<file path="config.mk">
export PLATFORM = sky130hd
export DESIGN_NAME = klfl_ctrl
export DESIGN_NICKNAME = d
export VERILOG_FILES = /design/src/rtl/klfl_pkg.sv /design/src/rtl/klfl_ctrl.sv
export SDC_FILE = /design/constraint.sdc
export NUM_CORES = 1
export LEC_CHECK = 0
export BUFFER_PORTS_ARGS = -buffer_cell sky130_fd_sc_hd__clkbuf_2
export CAP_MARGIN = 30
export CORE_AREA = 2 2 39 41
export DETAILED_ROUTE_END_ITERATION = 10
export DIE_AREA = 0 0 41 43
export GPL_ROUTABILITY_DRIVEN = 0
export SETUP_SLACK_MARGIN = 0.1
export SYNTH_ARGS = -nofsm -noshare
export SYNTH_HDL_FRONTEND = slang
export SYNTH_SLANG_ARGS = --single-unit
</file>
<file path="constraint.sdc">
create_clock -name clk -period 3.1 [get_ports clk]
set_input_delay 0.62 -clock clk [delete_from_list [all_inputs] [get_ports clk]]
set_output_delay 0.62 -clock clk [all_outputs]
set_load 0.005 [all_outputs]
</file>
<file path="src/rtl/klfl_pkg.sv">
`timescale 1ns / 1ps
// ----------------------------------------------------------------------------
// klfl_pkg
// Shared codes and controller/datapath interface types for the keyed linked
// list with free list.
// ----------------------------------------------------------------------------
package klfl_pkg;

  // command codes
  localparam logic [1:0] CMD_INSERT = 2'd0;
  localparam logic [1:0] CMD_REMOVE = 2'd1;
  localparam logic [1:0] CMD_LOOKUP = 2'd2;
  localparam logic [1:0] CMD_COUNT  = 2'd3;

  // result status codes
  localparam logic [1:0] ST_DONE      = 2'd0;
  localparam logic [1:0] ST_NOT_FOUND = 2'd1;
  localparam logic [1:0] ST_FULL      = 2'd2;

  // fixed result field widths
  localparam int SLOT_OUT_BITS  = 8;
  localparam int COUNT_OUT_BITS = 9;

  // controller to datapath commands
  typedef struct packed {
    logic capture;
    logic ins_read;
    logic ins_commit;
    logic walk_read;
    logic walk_advance;
    logic hit_save;
    logic rem_unlink;
    logic rem_free;
    logic load_out;
  } ctl_t;

  // datapath to controller status
  typedef struct packed {
    logic       free_valid;
    logic       fresh_valid;
    logic       cur_valid;
    logic       key_match;
    logic       next_valid;
    logic       step_more;
    logic       out_full;
    logic [1:0] cmd;
  } sts_t;

endpackage

</file>
<file path="src/rtl/klfl_ctrl.sv">
`timescale 1ns / 1ps
// ----------------------------------------------------------------------------
// klfl_ctrl
// Sequencer for insert, list walk, unlink and result hand-off.
// ----------------------------------------------------------------------------
module klfl_ctrl (
  input  logic          clk,
  input  logic          rst,
  input  logic          in_valid,
  input  logic [1:0]    cmd,
  output logic          in_stall,
  input  logic          out_stall,
  input  klfl_pkg::sts_t sts,
  output klfl_pkg::ctl_t ctl,
  output logic [1:0]    res_code
);

  typedef enum logic [2:0] {
    S_IDLE,
    S_INS_RD,
    S_INS_WR,
    S_WALK_RD,
    S_WALK_CHK,
    S_REM_UNLINK,
    S_REM_FREE,
    S_RESP
  } state_t;

  state_t     state;
  state_t     state_next;
  logic [1:0] res_code_next;

  assign in_stall = (state != S_IDLE);

  always_comb begin
    ctl           = '0;
    state_next    = state;
    res_code_next = res_code;
    case (state)
      S_IDLE: begin
        if (in_valid) begin
          ctl.capture = 1'b1;
          case (cmd)
            klfl_pkg::CMD_INSERT: state_next = S_INS_RD;
            klfl_pkg::CMD_REMOVE: state_next = S_WALK_RD;
            klfl_pkg::CMD_LOOKUP: state_next = S_WALK_RD;
            default: begin
              res_code_next = klfl_pkg::ST_DONE;
              state_next    = S_RESP;
            end
          endcase
        end
      end
      S_INS_RD: begin
        ctl.ins_read = 1'b1;
        state_next   = S_INS_WR;
      end
      S_INS_WR: begin
        if (sts.free_valid || sts.fresh_valid) begin
          ctl.ins_commit = 1'b1;
          res_code_next  = klfl_pkg::ST_DONE;
        end else begin
          res_code_next = klfl_pkg::ST_FULL;
        end
        state_next = S_RESP;
      end
      S_WALK_RD: begin
        if (sts.cur_valid) begin
          ctl.walk_read = 1'b1;
          state_next    = S_WALK_CHK;
        end else begin
          res_code_next = klfl_pkg::ST_NOT_FOUND;
          state_next    = S_RESP;
        end
      end
      S_WALK_CHK: begin
        if (sts.key_match) begin
          ctl.hit_save = 1'b1;
          if (sts.cmd == klfl_pkg::CMD_REMOVE) begin
            state_next = S_REM_UNLINK;
          end else begin
            res_code_next = klfl_pkg::ST_DONE;
            state_next    = S_RESP;
          end
        end else if (sts.next_valid && sts.step_more) begin
          ctl.walk_advance = 1'b1;
        end else begin
          res_code_next = klfl_pkg::ST_NOT_FOUND;
          state_next    = S_RESP;
        end
      end
      S_REM_UNLINK: begin
        ctl.rem_unlink = 1'b1;
        state_next     = S_REM_FREE;
      end
      S_REM_FREE: begin
        ctl.rem_free  = 1'b1;
        res_code_next = klfl_pkg::ST_DONE;
        state_next    = S_RESP;
      end
      S_RESP: begin
        if (!sts.out_full || !out_stall) begin
          ctl.load_out = 1'b1;
          state_next   = S_IDLE;
        end
      end
      default: state_next = S_IDLE;
    endcase
  end

  always_ff @(posedge clk) begin
    if (rst) begin
      state    <= S_IDLE;
      res_code <= klfl_pkg::ST_DONE;
    end else begin
      state    <= state_next;
      res_code <= res_code_next;
    end
  end

endmodule

</file>
# Yosys cells after proc, flatten, opt, wreduce, memory -nomap -nowiden
# Cells that the tools add are included.
# W data, S select, Z words.
dict set report totals {
  ff_bits 5
  output_inout_bits 12
  wordCells 63
}
dict set report op_classes {
  muxes 31
  reduce_logical 14
  eq_ne 16
}
# op count
set op_table {}
lappend op_table {{$pmux W3 S7} 1}
lappend op_table {{$mux W2} 10}
lappend op_table {{$mux W1} 14}
lappend op_table {{$eq A3 B3 Y1 const B} 4}
lappend op_table {{$mux W3} 4}
lappend op_table {{$pmux W2 S5} 1}
lappend op_table {{$ne A2 B2 Y1 const B} 4}
lappend op_table {{$eq A3 B2 Y1 const B} 2}
lappend op_table {{$ne A3 B3 Y1 const B} 2}
lappend op_table {{$pmux W3 S2} 1}
lappend op_table {{$reduce_and A6 Y1} 1}
lappend op_table {{$reduce_bool A5 Y1} 1}
lappend op_table {{$eq A2 B1 Y1 const B} 2}
lappend op_table {{$reduce_or A2 Y1} 2}
lappend op_table {{$eq A3 B1 Y1 const B} 1}
lappend op_table {{$logic_not A3 Y1} 1}
lappend op_table {{$reduce_and A3 Y1} 1}
lappend op_table {{$reduce_bool A3 Y1} 1}
lappend op_table {{$reduce_or A3 Y1} 1}
lappend op_table {{$eq A2 B2 Y1 const B} 1}
lappend op_table {{$logic_not A1 Y1} 2}
lappend op_table {{$logic_not A2 Y1} 1}
lappend op_table {{$logic_or A1 B1 Y1} 2}
lappend op_table {{$logic_and A1 B1 Y1} 1}

# Longest topological paths before layout
dict set report depth {
  word_depth 5
  ltp_mapped 6
  mapped_depth_nobuf 5
}

# Worst setup path before layout
# OpenSTA, ideal clock, no wires.
dict set report synth_timing {
  path_kind {in2out}
  start {input sts[5] in the netlist's numbering}
  end {output ctl[4] in the netlist's numbering}
  path_buffers 0
  path_slack_ps 1331
  arrival_ps 1149
  cell_stages 3
  required_ps 2480
  cell_sequence {nor4b_4 nand3_1 inv_1}
}
# element line_no
set synth_lines {}
lappend synth_lines {{start: declaration} klfl_ctrl.sv:13} ;# input klfl_pkg::sts_t sts,
lappend synth_lines {{end: declaration} klfl_ctrl.sv:14} ;# output klfl_pkg::ctl_t ctl,

==> results_dict.tcl <==
set metrics [dict create \
    status "completed" \
    syn2layout_area_growth_pct 37.43 \
    start_kind "register" \
    cts_hold_buf 0 \
    ctsHtreeMaxLevel 1 \
    drtIter0Drc 5 \
    grt.total_usage 0.1215 \
    period_share 0.6621 \
    start_util 0.3092 \
    clk_latency_ns 0.24 \
    num_rows 14 \
    timing.final.hold_violations 0 \
    port_buffers 26 \
    clock_skew_ns 0.001032 \
    powerDensity_nw_per_um2 478.1 \
    critical_path_arrival_ns 1.43 \
    min_path_type "in2reg" \
    tritoncts "built" \
    leakage_uw 0.0002854 \
    vias_per_cell 5.011 \
    synth.largest_area_cell "dfxtp_1" \
    path_cells "nor4b_4 -> nand3_1 -> inv_1 -> clkbuf_2" \
    io_pins 27 \
    diodes 0 \
    avgRoutedWirePerCell_um 11.01 \
    die-height_um 43 \
    final.setup.tns_ns 0 \
    crit_path_max_incr_delay_ns 0.48 \
    clk_pin_slew_ns 0.04 \
    required_ns 2.48 \
    critPathKind "reg2out" \
    syn_avg_cell_area_um2 8.390 \
    worstMarginPinSlew_ns 0.4105 \
    slowest_stage "dfxtp_1" \
    die_w_um 41 \
    fin_crit_ns 2.052 \
    wl_um 1046 \
    core_um2 1384 \
    holdWs_ns 0.5804 \
    hpwl_um 836.3 \
    grt-ovfl-total 0 \
    crit_family "simple AND/OR/NAND/NOR gates" \
    clock.fmax_mhz 487.2 \
    synthFlopType "dfxtp_1" \
    cts.repair.resized 0 \
    ctsLongestPathBuffers 2 \
    cp_max_fo 10 \
    yosys-top-cells-count "5 x dfxtp_1, 4 x inv_1, 4 x nor2_1" \
    cts_setup_buffers 0 \
    slew_headroom 0.7243 \
    ys_seq_area_frac 0.2339 \
    async_reset_ff_frac 0 \
    drc_errors 0 \
    clock-sinks 5 \
    grt_pass1_vias 373 \
    ant_nets 0 \
    synthTopCellsByArea "dfxtp_1 23%, a2111oi_4 6.4%, nor4b_4 5.6%" \
    yosysTopAreaCellShare 0.2339 \
    dr.pass1.iters 4 \
    synth.yosys.warnings 0 \
    synth_nets 66 \
    nets 95 \
    synth.distinct_cells 31 \
    drive_gt1_frac 0.4557 \
    netlist_area_um2 427.9 \
    root_buffer "clkbuf_4" \
    slew_violations 0 \
    cap_viol_max_count 0 \
    synthCells 51 \
    synth_edf_count 0 \
    worst-path-buf-inv 2 \
    rsz0062_at_grt "false" \
    critPathCaptureType "primary output" \
    dieArea_um2 1763 \
    grt_max_degree 13 \
    ys_ff_latch 5 \
    peakVddDrop_v 0.0002489 \
    cts_buffers 3 \
    via_count 476 \
    yosys.cell_count.top_type "dfxtp_1" \
    antenna_found_initial 0 \
    setup_violations 0 \
    grt_pass1_wl_um 1421 \
]
## metrics by stage
stage / area, µm² / util / setup WS, ns / cells / power, µW
detailed placement: 561.8 / 0.4060 / 1.066 / 91 / 207.9
global route: 588.1 / 0.4250 / 0.9462 / 95 / 302.8
finish: 588.1 / 0.4250 / 1.048 / 95 / 281.2
CTS: 588.1 / 0.4250 / 1.021 / 95 / 287.8
global placement: 561.8 / 0.4060 / 1.082 / 91 / 208.9
floorplan: 427.9 / - / 1.331 / 51 / 173.9
## metal layers
layer / GRT usage / vias to the layer above / wire length (µm)
met5: 0 / - / 0
met4: 0.08000 / 0 / 0
met3: 0.04712 / 0 / 92
met2: 0.1781 / 23 / 436
met1: 0.1383 / 204 / 516
li1: - / 249 / -
## power breakdown
group	switching, µW	total [µW]	internal, µW
clock network	25.6	74.2	48.6
registers	19.1	94.0	74.9
logic	53.4	113	59.6
## kinds of logic (layout without fill, tap and decap cells)
kind of cell           after synthesis  count (layout)  share of synthesized area
AOI/OAI and AO/OA                   15              15                     0.2983
buffers and inverters                6              34                    0.07308
and+or+nand+nor                     25              25                     0.3947
DFF                                  5               5                     0.2339
## flip-flops by register name (all words and copies together), names as in the netlist
name      count
res_code      2
state         3
## path summary, 6_finish.rpt
check / endpoint / slack [ns] / from / depth (start not counted)
setup / recovery: ctl[4] / 1.05 / state[2] / 4
hold / removal: res_code[1] / 0.58 / sts[8] / 2
setup reg to reg: res_code[0] / 1.39 / state[1] / 4
hold reg to reg: res_code[1] / 0.60 / res_code[1] / 3
## final cells by class
class / instances / area, µm²
clock buffer: 4 / 26.28
fill: 147 / 795.8
inverter: 4 / 15.01
multi-input combinational: 40 / 296.5
sequential: 5 / 100.1
tap: 16 / 20.02
timing repair buffer: 26 / 130.1
## cells in the final DEF (no fill, tap or decap), types with 3 or more instances in the layout
cell / instances
o21ai_0: 3
dfxtp_1: 5
a21oi_1: 3
nand3_1: 3
nor2_1: 4
nor3_1: 3
inv_1: 4
clkbuf_4: 3
clkbuf_2: 26
Note: power is estimated with default switching activity, not from simulation.
